**src/design/tefr_pkg.sv**
```systemverilog
// Package for the triggered event ring forwarder.
// Holds the request, result, queue and CSR types, the mode codes and the state enum.
// No dependencies.
package tefr_pkg;

   localparam int unsigned ACT_BITS       = 32;
   localparam int unsigned PEND_BITS      = 14;
   localparam int unsigned CNT_BITS       = 32;
   localparam int unsigned MODE_BITS      = 3;
   localparam int unsigned CSR_INDEX_BITS = 2;
   localparam int unsigned CSR_DATA_BITS  = 16;

   localparam logic [PEND_BITS-1:0] MAX_PENDING_RESET = 14'd10000;

   localparam logic [MODE_BITS-1:0] MODE_ACTIVITY = 3'd0;
   localparam logic [MODE_BITS-1:0] MODE_TRIGGER  = 3'd1;
   localparam logic [MODE_BITS-1:0] MODE_CLEAR    = 3'd2;
   localparam logic [MODE_BITS-1:0] MODE_CONFIRM  = 3'd3;
   localparam logic [MODE_BITS-1:0] MODE_ERROR    = 3'd4;

   localparam logic [CSR_INDEX_BITS-1:0] CSR_FORWARD_ALL = 2'd0;
   localparam logic [CSR_INDEX_BITS-1:0] CSR_MAX_PENDING = 2'd1;

   typedef enum logic [2:0] {
      CMD_ACTIVITY,
      CMD_TRIGGER,
      CMD_CLEAR,
      CMD_CONFIRM,
      CMD_ERROR,
      CMD_NONE
   } cmd_kind_type;

   typedef enum logic [1:0] {
      ST_IDLE,
      ST_DRAIN_CHECK,
      ST_DRAIN_SEND,
      ST_CLOSE
   } back_state_type;

   typedef struct packed {
      logic [MODE_BITS-1:0] mode;
      logic [ACT_BITS-1:0]  activity_word;
      logic                 still_ongoing;
   } req_type;

   typedef struct packed {
      logic                 send_valid;
      logic [ACT_BITS-1:0]  activity_out;
      logic                 last;
      logic [PEND_BITS-1:0] pending_count;
      logic [CNT_BITS-1:0]  dropped_count;
      logic [CNT_BITS-1:0]  dropped_in_anomaly;
      logic [CNT_BITS-1:0]  confirmed_count;
      logic [CNT_BITS-1:0]  error_count;
      logic                 anomaly_flag;
   } rsp_type;

   typedef struct packed {
      cmd_kind_type        kind;
      logic [ACT_BITS-1:0] word;
      logic                ongoing;
   } cmd_type;

   typedef struct packed {
      logic    valid;
      cmd_type cmd;
   } queue_head_type;

   typedef struct packed {
      logic                      valid;
      logic [CSR_INDEX_BITS-1:0] index;
      logic [CSR_DATA_BITS-1:0]  data;
   } csr_write_type;

endpackage

```
**src/design/tefr_front.sv**
```systemverilog
// Front end of the forwarder: accepts requests, classifies the mode and queues commands.
// Depends on tefr_pkg.
module tefr_front #(
   parameter int unsigned WORD_BITS = 32
) (
   input  logic                    clock,
   input  logic                    reset,
   input  logic                    start,
   output logic                    busy,
   input  tefr_pkg::req_type       req_data,
   output tefr_pkg::queue_head_type head,
   input  logic                    pop
);

   localparam logic [tefr_pkg::ACT_BITS-1:0] WORD_MASK = (WORD_BITS >= tefr_pkg::ACT_BITS) ?
      {tefr_pkg::ACT_BITS{1'b1}} :
      tefr_pkg::ACT_BITS'((64'd1 << WORD_BITS) - 64'd1);

   tefr_pkg::cmd_type entry_ff [2];
   tefr_pkg::cmd_type cmd_in;
   logic              rd_ptr_ff, rd_ptr_in;
   logic              wr_ptr_ff, wr_ptr_in;
   logic [1:0]        count_ff, count_in;
   logic              push;
   logic              do_pop;

   always_comb begin
      cmd_in.word    = req_data.activity_word & WORD_MASK;
      cmd_in.ongoing = req_data.still_ongoing;
      unique case (req_data.mode)
         tefr_pkg::MODE_ACTIVITY: cmd_in.kind = tefr_pkg::CMD_ACTIVITY;
         tefr_pkg::MODE_TRIGGER:  cmd_in.kind = tefr_pkg::CMD_TRIGGER;
         tefr_pkg::MODE_CLEAR:    cmd_in.kind = tefr_pkg::CMD_CLEAR;
         tefr_pkg::MODE_CONFIRM:  cmd_in.kind = tefr_pkg::CMD_CONFIRM;
         tefr_pkg::MODE_ERROR:    cmd_in.kind = tefr_pkg::CMD_ERROR;
         default:                 cmd_in.kind = tefr_pkg::CMD_NONE;
      endcase
   end

   assign busy       = (count_ff == 2'd2);
   assign push       = start & ~busy;
   assign head.valid = (count_ff != 2'd0);
   assign head.cmd   = entry_ff[rd_ptr_ff];
   assign do_pop     = pop & head.valid;

   always_comb begin
      count_in  = count_ff + 2'(push) - 2'(do_pop);
      wr_ptr_in = push ? ~wr_ptr_ff : wr_ptr_ff;
      rd_ptr_in = do_pop ? ~rd_ptr_ff : rd_ptr_ff;
   end

   always_ff @(posedge clock) begin
      if (reset) begin
         count_ff  <= 2'd0;
         wr_ptr_ff <= 1'b0;
         rd_ptr_ff <= 1'b0;
      end else begin
         count_ff  <= count_in;
         wr_ptr_ff <= wr_ptr_in;
         rd_ptr_ff <= rd_ptr_in;
      end
   end

   always_ff @(posedge clock) begin
      if (push) begin
         entry_ff[wr_ptr_ff] <= cmd_in;
      end
   end

endmodule

```
**src/design/tefr_back.sv**
```systemverilog
// Back end of the forwarder: credit accounting, counters, the flight recorder ring and drain.
// Depends on tefr_pkg; fed by tefr_front.
module tefr_back #(
   parameter int unsigned RING_DEPTH = 32,
   parameter int unsigned WORD_BITS  = 32
) (
   input  logic                     clock,
   input  logic                     reset,
   input  tefr_pkg::queue_head_type head,
   output logic                     pop,
   input  tefr_pkg::csr_write_type  csr,
   output logic                     rsp_strobe,
   output tefr_pkg::rsp_type        rsp_data
);

   localparam int unsigned PTR_BITS   = $clog2(RING_DEPTH);
   localparam int unsigned STORE_BITS = (WORD_BITS < tefr_pkg::ACT_BITS) ?
                                        WORD_BITS : tefr_pkg::ACT_BITS;
   localparam logic [PTR_BITS-1:0] LAST_PTR = PTR_BITS'(RING_DEPTH - 1);

   tefr_pkg::back_state_type state_ff, state_in;

   logic [STORE_BITS-1:0] ring_mem [RING_DEPTH];
   logic [STORE_BITS-1:0] rd_data_ff;
   logic [RING_DEPTH-1:0] slot_valid_ff, slot_valid_in;
   logic [PTR_BITS-1:0]   write_pos_ff, write_pos_in;
   logic [PTR_BITS-1:0]   drain_pos_ff, drain_pos_in;
   logic [PTR_BITS-1:0]   drain_cnt_ff, drain_cnt_in;
   logic                  anomaly_ff, anomaly_in;
   logic [tefr_pkg::PEND_BITS-1:0] pending_ff, pending_in;
   logic [tefr_pkg::CNT_BITS-1:0]  dropped_ff, dropped_in;
   logic [tefr_pkg::CNT_BITS-1:0]  dropped_anomaly_ff, dropped_anomaly_in;
   logic [tefr_pkg::CNT_BITS-1:0]  confirmed_ff, confirmed_in;
   logic [tefr_pkg::CNT_BITS-1:0]  errors_ff, errors_in;
   logic                           forward_all_ff;
   logic [tefr_pkg::PEND_BITS-1:0] max_pending_ff;
   logic                           rsp_valid_ff, rsp_valid_in;
   tefr_pkg::rsp_type              rsp_ff, rsp_in;

   logic                          ring_we;
   logic                          credit_ok;
   logic                          last_slot;
   logic                          emit;
   logic                          emit_last;
   logic                          send;
   logic [tefr_pkg::ACT_BITS-1:0] send_word;
   logic [tefr_pkg::ACT_BITS-1:0] drain_word;
   logic [tefr_pkg::PEND_BITS-1:0] pending_dec;

   function automatic logic [PTR_BITS-1:0] next_ptr(input logic [PTR_BITS-1:0] p);
      return (p == LAST_PTR) ? '0 : p + 1'b1;
   endfunction

   assign credit_ok   = (pending_ff < max_pending_ff);
   assign last_slot   = (drain_cnt_ff == LAST_PTR);
   assign pending_dec = (pending_ff != '0) ? pending_ff - 1'b1 : pending_ff;
   assign pop         = (state_ff == tefr_pkg::ST_IDLE) & head.valid;

   always_comb begin
      drain_word                 = '0;
      drain_word[STORE_BITS-1:0] = rd_data_ff;
   end

   always_comb begin
      state_in = state_ff;
      unique case (state_ff)
         tefr_pkg::ST_IDLE: begin
            if (head.valid && head.cmd.kind == tefr_pkg::CMD_TRIGGER) begin
               state_in = tefr_pkg::ST_DRAIN_CHECK;
            end
         end
         tefr_pkg::ST_DRAIN_CHECK: begin
            state_in = slot_valid_ff[drain_pos_ff] ? tefr_pkg::ST_DRAIN_SEND :
                                                     tefr_pkg::ST_CLOSE;
         end
         tefr_pkg::ST_DRAIN_SEND: begin
            state_in = last_slot ? tefr_pkg::ST_CLOSE : tefr_pkg::ST_DRAIN_CHECK;
         end
         tefr_pkg::ST_CLOSE: begin
            state_in = tefr_pkg::ST_IDLE;
         end
         default: begin
            state_in = tefr_pkg::ST_IDLE;
         end
      endcase
   end

   always_comb begin
      slot_valid_in      = slot_valid_ff;
      write_pos_in       = write_pos_ff;
      drain_pos_in       = drain_pos_ff;
      drain_cnt_in       = drain_cnt_ff;
      anomaly_in         = anomaly_ff;
      pending_in         = pending_ff;
      dropped_in         = dropped_ff;
      dropped_anomaly_in = dropped_anomaly_ff;
      confirmed_in       = confirmed_ff;
      errors_in          = errors_ff;
      ring_we            = 1'b0;
      emit               = 1'b0;
      emit_last          = 1'b0;
      send               = 1'b0;
      send_word          = '0;
      unique case (state_ff)
         tefr_pkg::ST_IDLE: begin
            if (head.valid) begin
               unique case (head.cmd.kind)
                  tefr_pkg::CMD_ACTIVITY: begin
                     emit      = 1'b1;
                     emit_last = 1'b1;
                     if (forward_all_ff || anomaly_ff) begin
                        if (credit_ok) begin
                           pending_in = pending_ff + 1'b1;
                           send       = 1'b1;
                           send_word  = head.cmd.word;
                        end else if (forward_all_ff) begin
                           dropped_in = dropped_ff + 1'b1;
                        end else begin
                           dropped_anomaly_in = dropped_anomaly_ff + 1'b1;
                        end
                     end else begin
                        ring_we = 1'b1;
                        if (write_pos_ff == drain_pos_ff && slot_valid_ff[write_pos_ff]) begin
                           drain_pos_in = next_ptr(drain_pos_ff);
                        end
                        slot_valid_in[write_pos_ff] = 1'b1;
                        write_pos_in                = next_ptr(write_pos_ff);
                     end
                  end
                  tefr_pkg::CMD_TRIGGER: begin
                     anomaly_in   = head.cmd.ongoing;
                     drain_cnt_in = '0;
                  end
                  tefr_pkg::CMD_CLEAR: begin
                     emit       = 1'b1;
                     emit_last  = 1'b1;
                     anomaly_in = 1'b0;
                  end
                  tefr_pkg::CMD_CONFIRM: begin
                     emit         = 1'b1;
                     emit_last    = 1'b1;
                     confirmed_in = confirmed_ff + 1'b1;
                     pending_in   = pending_dec;
                  end
                  tefr_pkg::CMD_ERROR: begin
                     emit       = 1'b1;
                     emit_last  = 1'b1;
                     errors_in  = errors_ff + 1'b1;
                     pending_in = pending_dec;
                  end
                  default: begin
                     emit      = 1'b1;
                     emit_last = 1'b1;
                  end
               endcase
            end
         end
         tefr_pkg::ST_DRAIN_CHECK: begin
            if (slot_valid_ff[drain_pos_ff]) begin
               slot_valid_in[drain_pos_ff] = 1'b0;
            end
         end
         tefr_pkg::ST_DRAIN_SEND: begin
            if (credit_ok) begin
               pending_in = pending_ff + 1'b1;
               emit       = 1'b1;
               send       = 1'b1;
               send_word  = drain_word;
            end
            if (last_slot) begin
               drain_pos_in = write_pos_ff;
            end else begin
               drain_pos_in = next_ptr(drain_pos_ff);
               drain_cnt_in = drain_cnt_ff + 1'b1;
            end
         end
         tefr_pkg::ST_CLOSE: begin
            emit      = 1'b1;
            emit_last = 1'b1;
         end
         default: begin
         end
      endcase
   end

   always_comb begin
      rsp_valid_in              = emit;
      rsp_in.send_valid         = send;
      rsp_in.activity_out       = send_word;
      rsp_in.last               = emit_last;
      rsp_in.pending_count      = pending_in;
      rsp_in.dropped_count      = dropped_in;
      rsp_in.dropped_in_anomaly = dropped_anomaly_in;
      rsp_in.confirmed_count    = confirmed_in;
      rsp_in.error_count        = errors_in;
      rsp_in.anomaly_flag       = anomaly_in;
   end

   always_ff @(posedge clock) begin
      if (reset) begin
         state_ff           <= tefr_pkg::ST_IDLE;
         slot_valid_ff      <= '0;
         write_pos_ff       <= '0;
         drain_pos_ff       <= '0;
         drain_cnt_ff       <= '0;
         anomaly_ff         <= 1'b0;
         pending_ff         <= '0;
         dropped_ff         <= '0;
         dropped_anomaly_ff <= '0;
         confirmed_ff       <= '0;
         errors_ff          <= '0;
         rsp_valid_ff       <= 1'b0;
      end else begin
         state_ff           <= state_in;
         slot_valid_ff      <= slot_valid_in;
         write_pos_ff       <= write_pos_in;
         drain_pos_ff       <= drain_pos_in;
         drain_cnt_ff       <= drain_cnt_in;
         anomaly_ff         <= anomaly_in;
         pending_ff         <= pending_in;
         dropped_ff         <= dropped_in;
         dropped_anomaly_ff <= dropped_anomaly_in;
         confirmed_ff       <= confirmed_in;
         errors_ff          <= errors_in;
         rsp_valid_ff       <= rsp_valid_in;
      end
   end

   always_ff @(posedge clock) begin
      rsp_ff <= rsp_in;
   end

   always_ff @(posedge clock) begin
      if (reset) begin
         forward_all_ff <= 1'b0;
         max_pending_ff <= tefr_pkg::MAX_PENDING_RESET;
      end else if (csr.valid) begin
         unique case (csr.index)
            tefr_pkg::CSR_FORWARD_ALL: forward_all_ff <= csr.data[0];
            tefr_pkg::CSR_MAX_PENDING: max_pending_ff <= csr.data[tefr_pkg::PEND_BITS-1:0];
            default: begin
            end
         endcase
      end
   end

   always_ff @(posedge clock) begin
      if (ring_we) begin
         ring_mem[write_pos_ff] <= head.cmd.word[STORE_BITS-1:0];
      end
      rd_data_ff <= ring_mem[drain_pos_ff];
   end

   assign rsp_strobe = rsp_valid_ff;
   assign rsp_data   = rsp_ff;

endmodule

```
**src/design/triggered_event_ring_forwarder_unit.sv**
```systemverilog
// Top level of the triggered event ring forwarder.
// Depends on tefr_pkg, tefr_front and tefr_back.
//
//   channel   ports                                    handshake
//   request   start, busy, req_data                    taken when start and not busy
//   result    rsp_strobe, rsp_data                     one cycle per result, no stall
//   csr       csr_valid, csr_ready, csr_index, csr_data written when valid and ready
//
// Activity, clear, confirm and error requests are handled one per cycle while no trigger drains;
// each is written into the command queue, and its result is registered before the strobe rises.
// A trigger passes through drain check and drain send for each ring entry drained, then close;
// the drain ends at an empty slot or after RING_DEPTH entries; each costs a check and a registered read.
// Reset clears all control state; there is no clearing pass.
// Busy rises when the two-entry command queue is full; it can fill while a trigger drains, as pops wait for idle.
module triggered_event_ring_forwarder_unit #(
   parameter int unsigned RING_DEPTH = 32,
   parameter int unsigned WORD_BITS  = 32
) (
   input  logic                                   clock,
   input  logic                                   reset,
   input  logic                                   start,
   output logic                                   busy,
   input  tefr_pkg::req_type                      req_data,
   output logic                                   rsp_strobe,
   output tefr_pkg::rsp_type                      rsp_data,
   input  logic                                   csr_valid,
   output logic                                   csr_ready,
   input  logic [tefr_pkg::CSR_INDEX_BITS-1:0]    csr_index,
   input  logic [tefr_pkg::CSR_DATA_BITS-1:0]     csr_data
);

   tefr_pkg::queue_head_type head;
   tefr_pkg::csr_write_type  csr;
   logic                     pop;

   assign csr_ready = 1'b1;
   assign csr.valid = csr_valid & csr_ready;
   assign csr.index = csr_index;
   assign csr.data  = csr_data;

   tefr_front #(
      .WORD_BITS (WORD_BITS)
   ) u_front (
      .clock    (clock),
      .reset    (reset),
      .start    (start),
      .busy     (busy),
      .req_data (req_data),
      .head     (head),
      .pop      (pop)
   );

   tefr_back #(
      .RING_DEPTH (RING_DEPTH),
      .WORD_BITS  (WORD_BITS)
   ) u_back (
      .clock      (clock),
      .reset      (reset),
      .head       (head),
      .pop        (pop),
      .csr        (csr),
      .rsp_strobe (rsp_strobe),
      .rsp_data   (rsp_data)
   );

endmodule

```
**config.mk**
```make
export PLATFORM = sky130hd
export DESIGN_NAME = triggered_event_ring_forwarder_unit
export DESIGN_NICKNAME = d
export VERILOG_FILES = /design/src/design/tefr_pkg.sv /design/src/design/tefr_front.sv /design/src/design/tefr_back.sv /design/src/design/triggered_event_ring_forwarder_unit.sv
export SDC_FILE = /design/constraint.sdc
export NUM_CORES = 2
export LEC_CHECK = 0
export BUFFER_PORTS_ARGS = -buffer_cell sky130_fd_sc_hd__buf_2
export CAP_MARGIN = 20
export CELL_PAD_IN_SITES_DETAIL_PLACEMENT = 0
export CELL_PAD_IN_SITES_GLOBAL_PLACEMENT = 2
export CORE_MARGIN = 4
export CORE_UTILIZATION = 29
export CTS_CLUSTER_SIZE = 14
export DETAILED_ROUTE_END_ITERATION = 7
export PLACE_DENSITY = 0.62
export SYNTH_ARGS = -nofsm -noshare
export SYNTH_HDL_FRONTEND = slang
export SYNTH_SLANG_ARGS = --single-unit
```
**constraint.sdc**
```tcl
create_clock -name clock -period 10.5 [get_ports clock]
set_input_delay 0 -clock clock [delete_from_list [all_inputs] [get_ports clock]]
set_output_delay 0 -clock clock [all_outputs]
set_load 0.02 [all_outputs]
```
==> impl_metrics.tcl <==
set metrics [dict create \
    synthArstFlopShare_pct 0 \
    drt-vias-per-instance 4.85 \
    die_height_um 454 \
    tightest_slew_ps 1120 \
    syn-instance-count 3413 \
    rsz0062_at_grt "no" \
    synth-edff-count 1096 \
    drc 0 \
    port_buffers 234 \
    swShare_pct 24.7 \
    grt_pass1_wl_um 231000 \
    post_cts_resized 0 \
    path_max_fanout 41 \
    netlist.area_leader.share_pct 57.0 \
    timing.slew.headroom_pct 25.4 \
    syn_nets 3509 \
    rows 163 \
    synth_area_per_cell_um2 16.9 \
    drt-total-wl_um 161000 \
    dp.final_hpwl_um 86200 \
    vias 32000 \
    cap_violations 0 \
    synth_ff_type "edfxtp_1" \
    pwr-share-clk_pct 41.9 \
    reg2reg_slack_ps 5630 \
    antenna_found_initial 5 \
    area_growth_syn_to_layout_pct 20.0 \
    overflow 0 \
    critPathLaunchType "register" \
    hold_ws_ps 167 \
    drt_first_pass_iters 5 \
    gp_congestion 0.770 \
    p_sw_mw 3.52 \
    cts_htree_levels 4 \
    cts_buffer_depth 3 \
    io_pins 238 \
    clk_latency_ps 800 \
    nNetsFinal 3916 \
    yosysWarnings 0 \
    post_cts_buffers 0 \
    path_delay_family "simple AND/OR/NAND/NOR gates" \
    syn_area_mm2 0.0577 \
    cp.required_ps 10910 \
    cp.arrival_ps 5280 \
    cts_tree "built" \
    crit_chain "mux2i_2, nand2_2, a211oi_2, nand2_1, nor2_4, buf_4" \
    drt-initial-drc-count 2559 \
    critical-path-slowest-cell "dfxtp_4" \
    root_buffer "clkbuf_16" \
    die_x_um 454 \
    synth.largest_area_cell "edfxtp_1" \
    worst_slack_ps 5630 \
    setup_viol 0 \
    ir_drop_mv 0.153 \
    hold_viol_final 0 \
    drv_slew 0 \
    mostFrequentLayoutCell "edfxtp_1" \
    path_buf_inv 1 \
    internal_power_mw 10.8 \
    synth_seq_area_share_pct 71.7 \
    end_kind "register" \
    clock_skew_ps 62.1 \
    max_freq_ghz 0.205 \
    clkTransAtPathRegs_ps 60 \
    synth_cell_types 86 \
    fin_crit_sh_pct 46.4 \
    outcome "finished clean" \
    pwr-share-seq_pct 48.8 \
    ys_seq_elements 1518 \
    core_region_area_mm2 0.198 \
    slowest_delay_ps 890 \
    dp_slack_ps 5560 \
    grt_util_all_layers_pct 15.3 \
    min_path_type "input pin to register" \
    drt.antenna.violating_nets 0 \
    worstSetupPathType "register to register" \
    ys_top_cells_by_area "edfxtp_1, dfxtp_1, mux4_2" \
    fin_setup_tns_ps 0 \
    post_drt_wl_per_cell_um 24.4 \
    postCtsHoldBufs 130 \
    p_per_area_mw_per_mm2 206 \
    grt_max_degree 140 \
    min_period_ps 4870 \
    numCtsBuffers 168 \
    grt_pass1_vias 32600 \
    drive_gt1_share_pct 24.2 \
    die_area_mm2 0.206 \
    cts_sinks 1518 \
    initial_core_util_pct 29.2 \
    p_leak_nw 23.0 \
    p_comb_share_pct 9.3 \
    mostFrequentLayoutCells "edfxtp_1, dfxtp_1, mux4_2, buf_2, clkbuf_16" \
]
power by group through the flow:
stage	logic, mW	clock network, mW	registers (mW)
global route	1.45	6.42	6.98
finish	1.33	5.98	6.97
CTS	1.35	6.16	6.97
detailed placement	1.31	0	7.10
floorplan	0.827	0	7.06
global placement	1.29	0	7.10
layout make-up:
type,instances,area [um^2]
Antenna cell,1,2.50
Clock buffer,234,4720
Clock inverter,71,961
Fill cell,18800,128000
Inverter,49,186
Multi-Input combinational cell,1655,15700
Sequential cell,1518,41400
Tap cell,2640,3300
Timing Repair Buffer,428,2980
cells in the mapped netlist (all sizes together) (14+ instances only):
cell type  instances
a211oi            15
a21oi             70
a22oi            133
a311oi            14
a31oi             18
a32o              33
and2             147
and3              34
buf               68
clkbuf           123
dfxtp            422
edfxtp          1096
ha                38
inv               47
mux2              40
mux4             272
nand2            155
nand3             69
nand4             72
nor2             111
nor3              55
nor4              39
o21ai             27
o31ai             24
or2               14
xnor2             60
xor2              83
sequential cells by signal, summed over array words and instances (netlist names), 2 cells and up, named ones only:
signal,count
u_back.ring_mem,1024
u_back.rsp_data,177
u_front.entry_ff,72
u_back.confirmed_ff,32
u_back.drain_word,32
u_back.dropped_anomaly_ff,32
u_back.dropped_ff,32
u_back.errors_ff,32
u_back.slot_valid_ff,32
u_back.max_pending_ff,14
u_back.pending_ff,14
u_back.drain_cnt_ff,5
u_back.drain_pos_ff,5
u_back.write_pos_ff,5
u_back.state_ff,2
u_front.count_ff,2
tightest hold or removal path: stages:
cell	delay, ps
dlygate4sd3_1	530
buf_2	180
nor2b_1	80
cells by family after synthesis:
group	count (synthesis)	synth area share (%)
XOR/XNOR	143	2.17
AND/OR/NAND/NOR	767	7.25
multiplexers	320	11.6
flip-flops	1518	71.7
other	1	0.00650
AO/OA/AOI/OAI	386	4.89
adder cells (fa/ha/maj)	38	0.824
buffers and inverters	240	1.65
per-stage QoR:
stage | power [mW] | util (%) | cells | cell area (um^2)
6_report | 14.3 | 35.0 | 6596 | 69300
3_3_place_gp | 8.39 | 31.5 | 6160 | 62300
5_1_grt | 14.9 | 35.0 | 6596 | 69300
2_1_floorplan | 7.89 | - | 3413 | 57700
3_5_place_dp | 8.41 | 31.5 | 6160 | 62300
4_1_cts | 14.5 | 35.0 | 6595 | 69300
path summary, 6_finish.rpt:
check,from,endpoint,depth (start not counted)
max reg2reg,register,u_back.ring_mem[6][31]$_DFFE_PP_,6
min,req_data[35],u_front.entry_ff[0][34]$_DFFE_PP_,3
max,register,u_back.ring_mem[6][31]$_DFFE_PP_,6
min reg2reg,u_back.dropped_ff[31]$_SDFF_PP0_,u_back.rsp_data[128]$_DFF_P_,1
metal layers:
metal  vias up  wire, um  GRT usage (%)
li1      14300         -              -
met1     16700     71500           21.0
met2       870     77300           25.2
met3       208      8720           2.76
met4         0      3280           3.89
met5         -         0              0
(Power assumes the default switching activity.)
